--- src/hw/rtl/sbph_pkg.sv ---
package sbph_pkg;

   // Field widths
   localparam int BIN_W     = 5;
   localparam int AMP_W     = 20;
   localparam int LEVEL_W   = 4;
   localparam int GAIN_W    = 7;

   // Meter geometry
   localparam int NUM_BINS  = 32;
   localparam int IDX_W     = $clog2(NUM_BINS);
   localparam int MAX_LEVEL = 15;

   // Serial quotient: one bit per step, divisor pre-shifted to the top bit
   localparam int QUO_W     = $clog2(MAX_LEVEL + 1);
   localparam int STEP_W    = (QUO_W > 1) ? $clog2(QUO_W) : 1;
   localparam int DIV_W     = GAIN_W + QUO_W - 1;
   localparam int CMP_W     = (AMP_W > DIV_W) ? AMP_W : DIV_W;
   localparam int SAT_W     = (AMP_W > GAIN_W + QUO_W) ? AMP_W : GAIN_W + QUO_W;

   // Register file
   localparam int CSR_DATA_W  = 32;
   localparam int CSR_ADDR_W  = 3;
   localparam int CSR_IDX_W   = CSR_ADDR_W - 2;
   localparam logic [CSR_IDX_W-1:0] REG_GAIN_DIVISOR = '0;
   localparam logic [GAIN_W-1:0]    GAIN_RESET       = GAIN_W'(1);

   // Word kinds
   localparam logic REQ_SAMPLE = 1'b0;
   localparam logic REQ_TICK   = 1'b1;

   typedef struct packed {
      logic              start;
      logic [AMP_W-1:0]  amp;
      logic [GAIN_W-1:0] gain;
   } sbph_div_cmd_type;

   typedef struct packed {
      logic               done;
      logic [LEVEL_W-1:0] level;
   } sbph_div_res_type;

   typedef struct packed {
      logic               update;
      logic               decay;
      logic [BIN_W-1:0]   bin;
      logic [LEVEL_W-1:0] level;
   } sbph_peak_cmd_type;

endpackage

--- src/hw/rtl/sbph_if.sv ---
interface sbph_req_if;
   import sbph_pkg::*;

   logic              valid;
   logic              ready;
   logic              req_type;
   logic [BIN_W-1:0]  bin_index;
   logic [AMP_W-1:0]  amplitude;

   modport source (output valid, req_type, bin_index, amplitude, input ready);
   modport sink   (input valid, req_type, bin_index, amplitude, output ready);
endinterface

interface sbph_rsp_if;
   import sbph_pkg::*;

   logic               valid;
   logic               ready;
   logic [BIN_W-1:0]   bin_out;
   logic [LEVEL_W-1:0] bar_height;
   logic [LEVEL_W-1:0] peak_height;

   modport source (output valid, bin_out, bar_height, peak_height, input ready);
   modport sink   (input valid, bin_out, bar_height, peak_height, output ready);
endinterface

--- src/hw/rtl/sbph_serial_div.sv ---
module sbph_serial_div (
   input  logic                       clock,
   input  logic                       reset,
   input  sbph_pkg::sbph_div_cmd_type cmd,
   output sbph_pkg::sbph_div_res_type res
);
   import sbph_pkg::*;

   typedef enum logic {D_IDLE, D_RUN} div_state_type;

   div_state_type       state_ff;
   logic [AMP_W-1:0]    rem_ff;
   logic [DIV_W-1:0]    div_ff;
   logic [QUO_W-1:0]    q_ff;
   logic [STEP_W-1:0]   step_ff;
   logic                sat_ff;
   logic                done_ff;
   logic [LEVEL_W-1:0]  level_ff;

   logic [CMP_W-1:0]    rem_ext;
   logic [CMP_W-1:0]    div_ext;
   logic                take;
   logic [AMP_W-1:0]    rem_in;
   logic [QUO_W-1:0]    q_in;
   logic                sat_in;
   logic [LEVEL_W-1:0]  level_in;

   // Saturate when the quotient cannot fit, or on a zero divisor
   always_comb begin
      sat_in = (cmd.gain == '0) ||
               (SAT_W'(cmd.amp) >= (SAT_W'(cmd.gain) << QUO_W));
   end

   // One restoring step: compare, subtract, shift in a quotient bit
   always_comb begin
      rem_ext = CMP_W'(rem_ff);
      div_ext = CMP_W'(div_ff);
      take    = rem_ext >= div_ext;
      rem_in  = take ? AMP_W'(rem_ext - div_ext) : rem_ff;
      q_in    = {q_ff[QUO_W-2:0], take};
      if (sat_ff || (QUO_W'(q_in) > QUO_W'(MAX_LEVEL))) begin
         level_in = LEVEL_W'(MAX_LEVEL);
      end else begin
         level_in = LEVEL_W'(q_in);
      end
   end

   always_ff @(posedge clock) begin
      if (reset) begin
         state_ff <= D_IDLE;
         done_ff  <= 1'b0;
      end else begin
         case (state_ff)
            D_IDLE: begin
               done_ff <= 1'b0;
               if (cmd.start) begin
                  rem_ff   <= cmd.amp;
                  div_ff   <= DIV_W'(cmd.gain) << (QUO_W - 1);
                  q_ff     <= '0;
                  sat_ff   <= sat_in;
                  step_ff  <= STEP_W'(QUO_W - 1);
                  state_ff <= D_RUN;
               end
            end
            D_RUN: begin
               rem_ff <= rem_in;
               div_ff <= div_ff >> 1;
               q_ff   <= q_in;
               if (step_ff == '0) begin
                  level_ff <= level_in;
                  done_ff  <= 1'b1;
                  state_ff <= D_IDLE;
               end else begin
                  step_ff <= step_ff - 1'b1;
               end
            end
            default: begin
               state_ff <= D_IDLE;
               done_ff  <= 1'b0;
            end
         endcase
      end
   end

   assign res.done  = done_ff;
   assign res.level = level_ff;

endmodule

--- src/hw/rtl/sbph_peak_store.sv ---
module sbph_peak_store (
   input  logic                        clock,
   input  logic                        reset,
   input  sbph_pkg::sbph_peak_cmd_type cmd,
   output logic [sbph_pkg::LEVEL_W-1:0] peak_new
);
   import sbph_pkg::*;

   logic [LEVEL_W-1:0] peak_ff [NUM_BINS];

   logic               in_range;
   logic [IDX_W-1:0]   idx;
   logic [LEVEL_W-1:0] cur;
   logic               raise;

   always_comb begin
      in_range = int'(cmd.bin) < NUM_BINS;
      idx      = IDX_W'(cmd.bin);
      cur      = peak_ff[idx];
      raise    = in_range && (cur < cmd.level);
      if (!in_range) begin
         peak_new = '0;
      end else if (raise) begin
         peak_new = cmd.level;
      end else begin
         peak_new = cur;
      end
   end

   always_ff @(posedge clock) begin
      if (reset) begin
         for (int i = 0; i < NUM_BINS; i++) begin
            peak_ff[i] <= '0;
         end
      end else if (cmd.decay) begin
         // Drop every lit peak by one step
         for (int i = 0; i < NUM_BINS; i++) begin
            if (peak_ff[i] != '0) begin
               peak_ff[i] <= peak_ff[i] - 1'b1;
            end
         end
      end else if (cmd.update && raise) begin
         peak_ff[idx] <= cmd.level;
      end
   end

endmodule

--- src/hw/rtl/spectrum_bar_peak_hold.sv ---
// Channel   Dir  Handshake          Word
// req_port  in   valid/ready        req_type, bin_index, amplitude
// rsp_port  out  valid/ready        bin_out, bar_height, peak_height
// csr_*     in   APB, pready high   gain_divisor at byte 0
//
// A sample word passes through loading the quotient unit, four restoring steps
// (one quotient bit each), then updating the peak and loading the result
// register, which waits while a result is held. A tick word is done on acceptance.
// Reset is synchronous; it clears all held peaks at once and sets gain to 1.
// A result waiting on rsp_port stalls the completion of the next sample and,
// with it, the acceptance of any tick or sample word after that sample.
module spectrum_bar_peak_hold (
   input  logic                                clock,
   input  logic                                reset,
   sbph_req_if.sink                            req_port,
   sbph_rsp_if.source                          rsp_port,
   input  logic                                csr_psel,
   input  logic                                csr_penable,
   input  logic                                csr_pwrite,
   input  logic [sbph_pkg::CSR_ADDR_W-1:0]     csr_paddr,
   input  logic [sbph_pkg::CSR_DATA_W-1:0]     csr_pwdata,
   output logic [sbph_pkg::CSR_DATA_W-1:0]     csr_prdata,
   output logic                                csr_pready
);
   import sbph_pkg::*;

   typedef enum logic [1:0] {S_IDLE, S_DIV, S_OUT} top_state_type;

   top_state_type       state_ff;
   logic [GAIN_W-1:0]   gain_ff;
   logic [BIN_W-1:0]    bin_ff;
   logic                rsp_valid_ff;
   logic [BIN_W-1:0]    rsp_bin_ff;
   logic [LEVEL_W-1:0]  rsp_bar_ff;
   logic [LEVEL_W-1:0]  rsp_peak_ff;

   logic                req_fire;
   logic                sample_fire;
   logic                tick_fire;
   logic                rsp_free;
   logic                load;
   logic                csr_write;
   logic [CSR_IDX_W-1:0] csr_index;
   logic [LEVEL_W-1:0]  peak_new;

   sbph_div_cmd_type    div_cmd;
   sbph_div_res_type    div_res;
   sbph_peak_cmd_type   peak_cmd;

   // Register port: writes land on the access phase, reads are combinational
   assign csr_pready = 1'b1;
   assign csr_index  = csr_paddr[CSR_ADDR_W-1:2];
   assign csr_write  = csr_psel && csr_penable && csr_pwrite && csr_pready;

   always_comb begin
      if (csr_index == REG_GAIN_DIVISOR) begin
         csr_prdata = CSR_DATA_W'(gain_ff);
      end else begin
         csr_prdata = '0;
      end
   end

   always_ff @(posedge clock) begin
      if (reset) begin
         gain_ff <= GAIN_RESET;
      end else if (csr_write && (csr_index == REG_GAIN_DIVISOR)) begin
         gain_ff <= csr_pwdata[GAIN_W-1:0];
      end
   end

   // Input side: take a word only while no sample is in flight
   assign req_port.ready = (state_ff == S_IDLE);
   assign req_fire       = req_port.valid && req_port.ready;
   assign sample_fire    = req_fire && (req_port.req_type == REQ_SAMPLE);
   assign tick_fire      = req_fire && (req_port.req_type == REQ_TICK);

   // Result register is free when empty or being drained this cycle
   assign rsp_free = !rsp_valid_ff || rsp_port.ready;
   assign load     = rsp_free &&
                     (((state_ff == S_DIV) && div_res.done) || (state_ff == S_OUT));

   // Start the quotient straight from the accepted word
   always_comb begin
      div_cmd.start = sample_fire;
      div_cmd.amp   = req_port.amplitude;
      div_cmd.gain  = gain_ff;
   end

   sbph_serial_div u_div (
      .clock (clock),
      .reset (reset),
      .cmd   (div_cmd),
      .res   (div_res)
   );

   // The quotient unit holds its level until the next start, so the
   // peak update may wait in S_OUT for the result register.
   always_comb begin
      peak_cmd.update = load;
      peak_cmd.decay  = tick_fire;
      peak_cmd.bin    = bin_ff;
      peak_cmd.level  = div_res.level;
   end

   sbph_peak_store u_peaks (
      .clock    (clock),
      .reset    (reset),
      .cmd      (peak_cmd),
      .peak_new (peak_new)
   );

   always_ff @(posedge clock) begin
      if (reset) begin
         state_ff     <= S_IDLE;
         rsp_valid_ff <= 1'b0;
      end else begin
         if (rsp_port.ready) begin
            rsp_valid_ff <= 1'b0;
         end
         if (load) begin
            rsp_valid_ff <= 1'b1;
            rsp_bin_ff   <= bin_ff;
            rsp_bar_ff   <= div_res.level;
            rsp_peak_ff  <= peak_new;
         end
         case (state_ff)
            S_IDLE: begin
               if (sample_fire) begin
                  bin_ff   <= req_port.bin_index;
                  state_ff <= S_DIV;
               end
            end
            S_DIV: begin
               if (div_res.done) begin
                  state_ff <= load ? S_IDLE : S_OUT;
               end
            end
            S_OUT: begin
               if (load) begin
                  state_ff <= S_IDLE;
               end
            end
            default: begin
               state_ff <= S_IDLE;
            end
         endcase
      end
   end

   assign rsp_port.valid       = rsp_valid_ff;
   assign rsp_port.bin_out     = rsp_bin_ff;
   assign rsp_port.bar_height  = rsp_bar_ff;
   assign rsp_port.peak_height = rsp_peak_ff;

   // A new result only ever follows a sample in flight
   a_rsp_from_sample: assert property (@(posedge clock) disable iff (reset)
      $rose(rsp_valid_ff) |-> $past(state_ff != S_IDLE))
      else $error("result raised without a sample in flight");

   // The quotient unit finishes only while a sample waits on it
   a_done_in_div: assert property (@(posedge clock) disable iff (reset)
      div_res.done |-> (state_ff == S_DIV))
      else $error("quotient finished outside the divide state");

   // A held peak is never below the bar it was just raised by
   a_peak_holds_bar: assert property (@(posedge clock) disable iff (reset)
      (rsp_valid_ff && (int'(rsp_bin_ff) < NUM_BINS)) |-> (rsp_peak_ff >= rsp_bar_ff))
      else $error("peak below bar");

endmodule

--- src/flat_wrapper.sv ---
// flat-port wrapper written by rule: the top's interface ports become plain ports
module spectrum_bar_peak_hold_flat import sbph_pkg::*;
  (clock, reset, csr_psel, csr_penable, csr_pwrite, csr_paddr, csr_pwdata, csr_prdata, csr_pready, req_port_valid, req_port_req_type, req_port_bin_index, req_port_amplitude, req_port_ready, rsp_port_valid, rsp_port_bin_out, rsp_port_bar_height, rsp_port_peak_height, rsp_port_ready);
  sbph_req_if req_port_i ();
  sbph_rsp_if rsp_port_i ();
  input  logic clock;
  input  logic reset;
  input  logic csr_psel;
  input  logic csr_penable;
  input  logic csr_pwrite;
  input  logic [sbph_pkg::CSR_ADDR_W-1:0] csr_paddr;
  input  logic [sbph_pkg::CSR_DATA_W-1:0] csr_pwdata;
  output logic [sbph_pkg::CSR_DATA_W-1:0] csr_prdata;
  output logic csr_pready;
  input wire logic [$bits(req_port_i.valid)-1:0] req_port_valid;
  input wire logic [$bits(req_port_i.req_type)-1:0] req_port_req_type;
  input wire logic [$bits(req_port_i.bin_index)-1:0] req_port_bin_index;
  input wire logic [$bits(req_port_i.amplitude)-1:0] req_port_amplitude;
  output wire logic [$bits(req_port_i.ready)-1:0] req_port_ready;
  output wire logic [$bits(rsp_port_i.valid)-1:0] rsp_port_valid;
  output wire logic [$bits(rsp_port_i.bin_out)-1:0] rsp_port_bin_out;
  output wire logic [$bits(rsp_port_i.bar_height)-1:0] rsp_port_bar_height;
  output wire logic [$bits(rsp_port_i.peak_height)-1:0] rsp_port_peak_height;
  input wire logic [$bits(rsp_port_i.ready)-1:0] rsp_port_ready;
  assign req_port_i.valid = req_port_valid;
  assign req_port_i.req_type = req_port_req_type;
  assign req_port_i.bin_index = req_port_bin_index;
  assign req_port_i.amplitude = req_port_amplitude;
  assign req_port_ready = req_port_i.ready;
  assign rsp_port_valid = rsp_port_i.valid;
  assign rsp_port_bin_out = rsp_port_i.bin_out;
  assign rsp_port_bar_height = rsp_port_i.bar_height;
  assign rsp_port_peak_height = rsp_port_i.peak_height;
  assign rsp_port_i.ready = rsp_port_ready;
  spectrum_bar_peak_hold u_core (.clock(clock), .reset(reset), .req_port(req_port_i), .rsp_port(rsp_port_i), .csr_psel(csr_psel), .csr_penable(csr_penable), .csr_pwrite(csr_pwrite), .csr_paddr(csr_paddr), .csr_pwdata(csr_pwdata), .csr_prdata(csr_prdata), .csr_pready(csr_pready));
endmodule
--- config.mk ---
export PLATFORM = sky130hd
export DESIGN_NAME = spectrum_bar_peak_hold_flat
export DESIGN_NICKNAME = d
export VERILOG_FILES = /design/src/hw/rtl/sbph_pkg.sv /design/src/hw/rtl/sbph_if.sv /design/src/hw/rtl/sbph_serial_div.sv /design/src/hw/rtl/sbph_peak_store.sv /design/src/hw/rtl/spectrum_bar_peak_hold.sv /design/src/flat_wrapper.sv
export SDC_FILE = /design/constraint.sdc
export NUM_CORES = 1
export LEC_CHECK = 0
export ABC_AREA = 1
export BUFFER_PORTS_ARGS = -buffer_cell sky130_fd_sc_hd__buf_2
export CAP_MARGIN = 40
export CELL_PAD_IN_SITES_DETAIL_PLACEMENT = 0
export CELL_PAD_IN_SITES_GLOBAL_PLACEMENT = 1
export CORE_ASPECT_RATIO = 0.7
export CORE_UTILIZATION = 45
export CTS_CLUSTER_DIAMETER = 50
export DETAILED_ROUTE_END_ITERATION = 16
export GPL_TIMING_DRIVEN = 1
export PLACE_DENSITY = 0.91
export SETUP_SLACK_MARGIN = 0.3
export SKIP_CTS_REPAIR_TIMING = 1
export SYNTH_ARGS = -nofsm -noshare
export SYNTH_HDL_FRONTEND = slang
export SYNTH_SLANG_ARGS = --single-unit
export TNS_END_PERCENT = 10
--- constraint.sdc ---
create_clock -name clock -period 8.91 [get_ports clock]
set_input_delay 0.4455 -clock clock [delete_from_list [all_inputs] [get_ports clock]]
set_output_delay 0.4455 -clock clock [all_outputs]
set_load 0.05 [all_outputs]
### Word level (Yosys, flattened, before mapping)

Memory sizes are Yosys's and may differ from the RTL's. A register that Yosys moved wholly into a read port is not among the register bits.
Index checks and enable logic that the tools add are counted.

| word-level totals | value |
|---|---|
| output and inout bits | 48 |
| memory bits (writable) | 128 |
| word-level logic and storage cells | 352 |
| flip-flop bits (word level) | 70 |
| memories kept | 1 |

Memories:

| name | words | bits a word | rd ports | clocked after memory_dff | wr ports | RTL line | text |
|---|---|---|---|---|---|---|---|
| u_core.u_peaks.peak_ff | 32 | 4 | 33 | 1 | 32 | sbph_peak_store.sv:9 | `logic [LEVEL_W-1:0] peak_ff [NUM_BINS];` |

| operators by class | value |
|---|---|
| reduce and logical (&&, ||, !) cells | 59 |
| equality and inequality tests | 9 |
| bitwise gates (word level) | 36 |
| muxes and demuxes | 194 |
| $lt $le $gt $ge | 4 |
| add/subtract/negate cells | 34 |

Operators by type and width:

| cell | count |
|---|---|
| $mux 1 | 140 |
| $mux 4 | 34 |
| $reduce_bool 4->1 | 32 |
| $sub 4x1->4 const B | 32 |
| $mux 20 | 2 |
| $pmux 20 s2 | 1 |
| $or 1x1->1 | 32 |
| $ge 20x10->1 | 1 |
| $ge 20x11->1 | 1 |
| $pmux 10 s2 | 1 |
| $sub 20x10->20 | 1 |
| $reduce_and 3->1 | 6 |
| $mux 2 | 6 |
| $mux 10 | 1 |
| $mux 5 | 2 |
| $logic_and 1x1->1 | 9 |
| $ne 2x1->1 const B | 4 |
| $logic_not 7->1 | 1 |
| $mux 7 | 1 |
| $ne 2x2->1 const B | 3 |
| $pmux 2 s3 | 1 |
| $pmux 3 s2 | 1 |
| $gt 4x4->1 const B | 1 |
| $logic_not 2->1 | 2 |
| other kinds (13) | 21 |

### Depth between registers and ports, before layout

Gate-level depths: netlist (run 1).

| depth | value |
|---|---|
| depth in word-level cells | 11 |
| depth in mapped cells | 18 |
| gate-level depth less buffers | 16 |

### Cells and area by module

Synthesis (run 1) repeated with hierarchy kept, for this count alone.

| second synthesis, totals | value |
|---|---|
| cells, all modules | 1788 |
| area, all modules | 13995.9 µm² |

By module, submodules not included:

| module | cells each | times used | area an instance (µm²) | sequential area each (µm²) |
|---|---|---|---|---|
| sbph_peak_store | 1280 | 1 | 9760.6 | 3843.7 |
| sbph_serial_div | 374 | 1 | 2935.3 | 1241.2 |
| spectrum_bar_peak_hold | 134 | 1 | 1300.0 | 740.7 |

### Worst setup path before layout (run 1)

No wires, ideal clock.

| timing path | value |
|---|---|
| kind | register -> register |
| start | register with a tool-made name |
| end | memory u_core.u_peaks.peak_ff[21][0] (enable) |
| stages on the path, launching flop included | 14 |
| setup slack | 5.852 ns |
| data arrival time | 2.746 ns |
| cell sequence | dfxtp_1 buf_2 clkbuf_1 o21ai_0 a21oi_1 a21oi_1 a21oi_1 o21ai_0 a32oi_1 ha_1 a21oi_1 clkbuf_1 nand4_1 nand3_1 |

RTL lines:

| element | RTL line |
|---|---|
| to (decl) | sbph_peak_store.sv:9 |

==> impl_results.md, run 1 <==
* Status: completed
* CP Class: reg2reg
* Core box area at 0.02915 mm2
* Worst r2r dst: u_core.u_peaks.peak_ff[8][3]
* Gr usage total at 0.2458
* CP startpoint kind: flip-flop
* Top cells by count, synth: nand2_1, edfxtp_1, nor2_1
* Synth warn at 0
* Critical path capture point type: flip-flop
* Clk root buf: clkbuf_16
* Core Rows at 52
* Vias at 12,080
* Post-synthesis sequential area ratio at 0.4395
* Area of the multi-input gates at 0.006459 mm2
* WP data required at 9.14 ns
* Synth top area cells: edfxtp_1, nand2_1, o21ai_0
* Die width at 208.9 um
* Skew-Pair Late Insertion Delay at 0.54 ns
* Layout net count at 1,870
* Vias in the first global route at 11,020
* # IOs at 116
* Die ar. at 0.03067 mm2
* Slew @ Worst Pin at 0.8538 ns
* Initial antenna violation count at 0
* Gpl congestion at 0.8748
* DRC violation count after routing at 0
* Yosys cell types at 45
* Worst Hold Launch: req_port_bin_index[1]
* Final Max Slew Viols at 0
* First-pass GRT wire length at 59,950 um
* Critical path arrival at 4.93 ns
* Top flip-flop cell by instance count after synthesis: edfxtp_1
* Hold Vio Cnt, Final at 0
* CTS tree: yes
* Final Critical Period at 4.700 ns
* Syn_area_per_cell at 7.917 um2
* Syn Inst Count at 1,703
* Reg2reg setup slack at 4.21 ns
* FMAX at 212.8 MHz
* DR iter-0 viols at 1,230
* Leakage power at 0.006306 uW
* Vias per inst at 5.667
* Layout area overhead at 11.03%
* H-tree levels at 1
* Clk slew on worst S/H paths at 0.06 ns
* Critical path fanouts, max at 50
* Number of flops mapped to enable cells by yosys at 186
* Antenna diodes at 0
* Post-synthesis register bit count at 203
* Fin util at 0.5136
* Final WL at 37,800 um
* Post-DP HPWL at 25,540 um
* Overflow after GRT at 0
* Post-synth ARST share at 0
* Wire per inst at 17.73 um
* HP Class: in2reg
* Clk sinks at 203
* CTS buffer count at 26
* Setup tns final at 0 ns
* RSZ-0062 raised after global routing: false
* Buffers on Ports at 62
* Setup Viol. Count Final at 0
* Bufs on Longest Clock Path at 3
* Final period utilization at 0.5275
* Syn Std Cell Area at 0.01348 mm2
* Max Clock Skew at 0.01372 ns
* Post-route ant nets at 0
* Chip height at 146.8 um
* Most frequent cell after synthesis: nand2_1
* Detailed Routing Iterations Pass 1 at 5
* Peak VDD IR at 131.1 uV
* Initial Util at 0.4626
* Pin count of the biggest net entering global routing at 63
* Synth area leader: edfxtp_1
* Hold Path Sink: u_core.bin_ff[1]
* Max Cap Viol at 0
* Layout cells sized above 1 at 0.09122
* Register Area at 0.005927 mm2
* Fillcell total at 2,750
* Power Dens Cells at 180.2 mW/mm2
* Rel. slew slack at 0.4288
* Worst R2R Path Depth at 14
* Top-area cell type share of the netlist area at 0.4143
* Hold path cells at 1
==> power by group <==
part / internal (uW) / switching (uW) / leakage, uW / total, uW
combinational: 150 / 315 / 0.00388 / 465
clock: 609 / 429 / 0.000411 / 1040
sequential: 1130 / 63.5 / 0.00201 / 1190
total: 1890 / 807 / 0.00631 / 2700
==> per-layer routing <==
metal	part of all wire	vias up	track usage
li1	-	5908	-
met1	0.47	5616	0.3812
met2	0.42	504	0.3587
met3	0.10	54	0.04104
met4	0.015	0	0.04596
met5	0	-	0
==> worst max-delay path by stage <==
stage / startpoint / to / slack (ns)
after CTS: flip-flop / u_core.u_peaks.peak_ff[8][3] / 4.30
after floorplan: flip-flop / u_core.u_peaks.peak_ff[21][0] / 5.85
after global placement: flip-flop / u_core.u_peaks.peak_ff[8][0] / 4.36
final: flip-flop / u_core.u_peaks.peak_ff[8][3] / 4.21
after global routing: flip-flop / u_core.u_peaks.peak_ff[8][3] / 3.76
after detailed placement: flip-flop / u_core.u_peaks.peak_ff[8][0] / 4.31
==> worst max-delay path: stages (launching register included) <==
cell,delay (ns)
dfxtp_2,0.31
buf_4,0.45
inv_2,0.39
buf_4,0.36
o21ai_0,0.20
a21oi_1,0.06
o21ai_0,0.34
nand3_1,0.13
a32oi_1,0.24
ha_1,0.27
nand2_1,0.07
nand2_1,0.10
nand2_2,0.65
nand4_1,0.44
nand3_1,0.31
==> state kept, by name (all words and copies together) (netlist names), 2 cells and up, named ones only <==
signal and flops:
u_core.gain_ff 7, u_core.rsp_port.peak_height 4, u_core.u_div.level_ff 4, u_core.u_div.q_ff 3, u_core.state_ff 2, u_core.u_div.div_ff 10, u_core.u_div.step_ff 2, u_core.u_peaks.peak_ff 128
u_core.rsp_port.bin_out 5, u_core.bin_ff 5, u_core.rsp_port.bar_height 4, u_core.u_div.rem_ext 20
==> stage by stage <==
| stage | cell area [um2] | instances | hold slack [ns] | setup WS [ns] | power [uW] |
|---|---|---|---|---|---|
| 2_1_floorplan | 13570 | 1727 | 0.4244 | 5.852 | 1546 |
| 5_1_grt | 14970 | 2132 | 0.08636 | 3.757 | 2811 |
| 3_5_place_dp | 14130 | 2084 | 0.4939 | 4.313 | 1664 |
| 6_report | 14970 | 2132 | 0.09650 | 4.210 | 2697 |
| 4_1_cts | 14970 | 2132 | 0.08052 | 4.302 | 2698 |
| 3_3_place_gp | 13970 | 2077 | 0.4862 | 4.363 | 1646 |
==> cell usage in the layout, fill, tap and decap left out, drive strengths merged, types with 67 or more instances in the layout <==
| master | synthesis | routed |
|---|---|---|
| a21oi | 88 | 88 |
| buf | 45 | 86 |
| edfxtp | 186 | 186 |
| ha | 67 | 67 |
| inv | 180 | 181 |
| nand2 | 333 | 333 |
| nand3 | 105 | 105 |
| nand4 | 95 | 95 |
| nor2 | 183 | 183 |
| o21ai | 186 | 186 |
==> logic make-up (layout without fill, tap and decap cells) <==
| family | after synthesis | in the layout | share of synthesized area |
|---|---|---|---|
| other | 2 | 26 | 0.0005570 |
| xor gates and xnor gates | 19 | 19 | 0.01234 |
| AOI/OAI and AO/OA | 331 | 331 | 0.1334 |
| DFF | 203 | 203 | 0.4395 |
| adders and majority gates | 68 | 68 | 0.06366 |
| and+or+nand+nor | 793 | 793 | 0.2610 |
| buffers and inverters | 287 | 314 | 0.08955 |
==> final cells by class <==
| type | count | area share |
|---|---|---|
| Clock buffer | 35 | 0.04914 |
| Multi-Input combinational cell | 1237 | 0.4314 |
| Tap cell | 378 | 0.03159 |
| Timing Repair Buffer | 86 | 0.03995 |
| Sequential cell | 203 | 0.3959 |
| Inverter | 180 | 0.04513 |
| Clock inverter | 13 | 0.006853 |
(Power assumes the default switching activity.)
==> inputs of run 2 (changes only) <==
--- a/config.mk
+++ b/config.mk
@@ -5,17 +5,17 @@
 export SDC_FILE = /design/constraint.sdc
 export NUM_CORES = 1
 export LEC_CHECK = 0
-export ABC_AREA = 1
+export ABC_AREA = 0
 export BUFFER_PORTS_ARGS = -buffer_cell sky130_fd_sc_hd__buf_2
 export CAP_MARGIN = 40
 export CELL_PAD_IN_SITES_DETAIL_PLACEMENT = 0
 export CELL_PAD_IN_SITES_GLOBAL_PLACEMENT = 1
 export CORE_ASPECT_RATIO = 0.7
-export CORE_UTILIZATION = 45
+export CORE_UTILIZATION = 43
 export CTS_CLUSTER_DIAMETER = 50
 export DETAILED_ROUTE_END_ITERATION = 16
 export GPL_TIMING_DRIVEN = 1
-export PLACE_DENSITY = 0.91
+export PLACE_DENSITY = 0.88
 export SETUP_SLACK_MARGIN = 0.3
 export SKIP_CTS_REPAIR_TIMING = 1
 export SYNTH_ARGS = -nofsm -noshare
==> constraint.sdc (replaced) <==
create_clock -name clock -period 3.9 [get_ports clock]
set_input_delay 0.195 -clock clock [delete_from_list [all_inputs] [get_ports clock]]
set_output_delay 0.195 -clock clock [all_outputs]
set_load 0.05 [all_outputs]
==> run 2 against run 1 <==
  * The flow now finishes with violations (negative hold slack)
  * First-iteration DRC count decreased by 7.1%
  * Flip-flop and latch count stayed put
  * Combinational power grew to 2.8 times the previous value
  * Core utilization up 4.0 points
  * Sequential power up 130%
  * Synthesized cell count fell by 26%
  * Clock skew about the same
  * Synthesized area down 3.4%
  * Critical endpoint is now u_core.u_peaks.peak_ff[19][1]
==> impl_results.md, run 2 <==
* Wire per inst at 20.05 um
* Overflow after GRT at 0
* FMAX at 256.8 MHz
* Pin count of the biggest net entering global routing at 78
* Top cells by count, synth: edfxtp_1, nor2_1, inv_1
* Setup Viol. Count Final at 0
* Synth top area cells: edfxtp_1, ha_1, mux2_2
* Post-synthesis register bit count at 203
* Final WS setup at 0.005963 ns
* Slew @ Worst Pin at 0.7729 ns
* Clk root buf: clkbuf_16
* Vias in the first global route at 9,485
* Final Max Slew Viols at 0
* Core Rows at 52
* RSZ-0062 raised after global routing: true
* Most frequent cell after synthesis: edfxtp_1
* Final Critical Period at 3.894 ns
* Peak VDD IR at 382.6 uV
* Fillcell total at 2,370
* WP data required at 4.17 ns
* Critical path fanouts, max at 8
* Top flip-flop cell by instance count after synthesis: edfxtp_1
* Post-route ant nets at 0
* Final WL at 36,000 um
* Synth warn at 0
* Max Clock Skew at 0.01362 ns
* Gr usage total at 0.2231
* WHS at -0.04379 ns
* Post-synthesis sequential area ratio at 0.4550
* Final instance area at 0.01624 mm2
* Power Dens Cells at 400.8 mW/mm2
* Max reg flops at 128
* Hold path cells at 3
* Yosys cell types at 57
* DR iter-0 viols at 1,143
* Worst R2R Path Depth at 16
* Most frequent cells in the layout: edfxtp_1, nor2_1, inv_1
* Vias per inst at 5.869
* Syn Std Cell Area at 0.01302 mm2
* Die width at 210.0 um
* Core box area at 0.02934 mm2
* Syn_area_per_cell at 10.28 um2
* Detailed Routing Iterations Pass 1 at 5
* Layout net count at 1,509
* Hold Vio Cnt, Final at 1
* Clk sinks at 203
* Syn Inst Count at 1,267
* Final period utilization at 0.9985
* Failing checks: negative hold slack
* Skew-Pair Late Insertion Delay at 0.53 ns
* Worst r2r dst: u_core.u_peaks.peak_ff[19][1]
* # IOs at 116
* Max Cap Viol at 0
* Layout area overhead at 24.67%
* Tot Pwr at 6508 uW
* CTS tree: yes
* HP Class: in2reg
* Post-synth ARST share at 0
* Commonest non-fill, non-tap cell in the layout: edfxtp_1
* Layout cells sized above 1 at 0.2755
* Chip height at 147.6 um
* Clk slew on worst S/H paths at 0.06 ns
* Dpl cell area at 0.01412 mm2
* Setup Slack @ Placement at -0.06335 ns
* CTS buffer count at 25
* Post-DP HPWL at 25,170 um
* DRC violation count after routing at 0
* Critical path capture point type: flip-flop
* Initial antenna violation count at 0
* Synth area leader: edfxtp_1
* Reg2reg setup slack at 0.006 ns
* Gpl congestion at 0.9275
* Status: finished with violations
* Leakage power at 0.006226 uW
* Top-area cell type share of the netlist area at 0.4289
* Die ar. at 0.03100 mm2
* Initial Util at 0.4438
* Critical path arrival at 4.17 ns
* Number of flops mapped to enable cells by yosys at 186
* Antenna diodes at 0
* Worst Hold Launch: csr_pwdata[6]
* Top reg by flops: u_core.u_peaks.peak_ff
* Hold Path Sink: u_core.gain_ff[6]
* H-tree levels at 1
* Buffers on Ports at 62
* CP Class: reg2reg
* First-pass GRT wire length at 53,940 um
* CP startpoint kind: flip-flop
* Rel. slew slack at 0.4847
* Vias at 10,540
* Bufs on Longest Clock Path at 3
* Fin util at 0.5533
==> run 2: cell types whose count changed after synthesis, moves of 43 or more <==
cell / change
o22ai_1: +68
nor2b_1: +43
nor2_1: -62
nand4_1: -81
mux2_2: +71
o21ai_0: -136
inv_1: -84
nand3_1: -96
nand2_1: -242
==> run 2: how the worst max path moves through the flow <==
stage	end	slack [ns]
after floorplan	u_core.u_peaks.peak_ff[24][0]	0.27
after global placement	u_core.u_peaks.peak_ff[19][2]	0.007
after detailed placement	u_core.u_peaks.peak_ff[19][2]	-0.06
after CTS	u_core.u_peaks.peak_ff[19][1]	-0.08
after global routing	u_core.u_peaks.peak_ff[19][1]	-0.10
final	u_core.u_peaks.peak_ff[19][1]	0.006
==> run 2: kinds of logic after synthesis <==
kind of cell               count (synthesis)  share of synthesized area
and+or+nand+nor                          410                     0.1571
AOI/OAI and AO/OA                        241                     0.1084
DFF                                      203                     0.4550
buffers and inverters                    190                    0.06302
muxes                                    120                     0.1279
adders and majority gates                 68                    0.06590
xor gates and xnor gates                  33                    0.02219
other                                      2                  0.0005766
==> run 2: metal layers <==
layer / vias up / global-route usage / wire (um)
met1: 5139 / 0.3520 / 16100
met5: - / 0 / 0
met3: 57 / 0.03845 / 3881
met4: 0 / 0.04380 / 641
met2: 538 / 0.3176 / 15370
li1: 4801 / - / -
==> run 2: per-stage QoR <==
stage          instances  TNS [ns]
6_report            1795         0
3_5_place_dp        1719    -1.437
5_1_grt             1795    -2.834
4_1_cts             1763    -2.803
2_1_floorplan       1291         0
3_3_place_gp        1717         0
==> run 2: final cells by class <==
class                           instances  area, um2  area share
Inverter                               96      360.3     0.02219
Timing Repair Buffer                  149       1249     0.07691
Tap cell                              405      506.7     0.03121
Multi-Input combinational cell        898       7333      0.4516
Clock buffer                           31      678.2     0.04177
Clock inverter                         13      178.9     0.01102
Sequential cell                       203       5931      0.3653
==> run 2: power by group <==
group / switching [uW] / total [uW] / internal (uW)
logic: 677 / 1300 / 622
registers: 187 / 2770 / 2590
clock network: 934 / 2430 / 1500
==> run 2: critical path: stages (launching register included) <==
cell       delay [ns]
dfxtp_4          0.39
buf_6            0.11
clkbuf_16        0.14
mux4_2           0.49
mux4_2           0.51
mux2_4           0.31
ha_4             0.26
o21a_1           0.12
o21ai_1          0.07
nand2b_1         0.15
o21ai_4          0.11
buf_12           0.15
buf_12           0.13
buf_8            0.12
nand4_1          0.08
buf_6            0.15
mux2_2           0.34
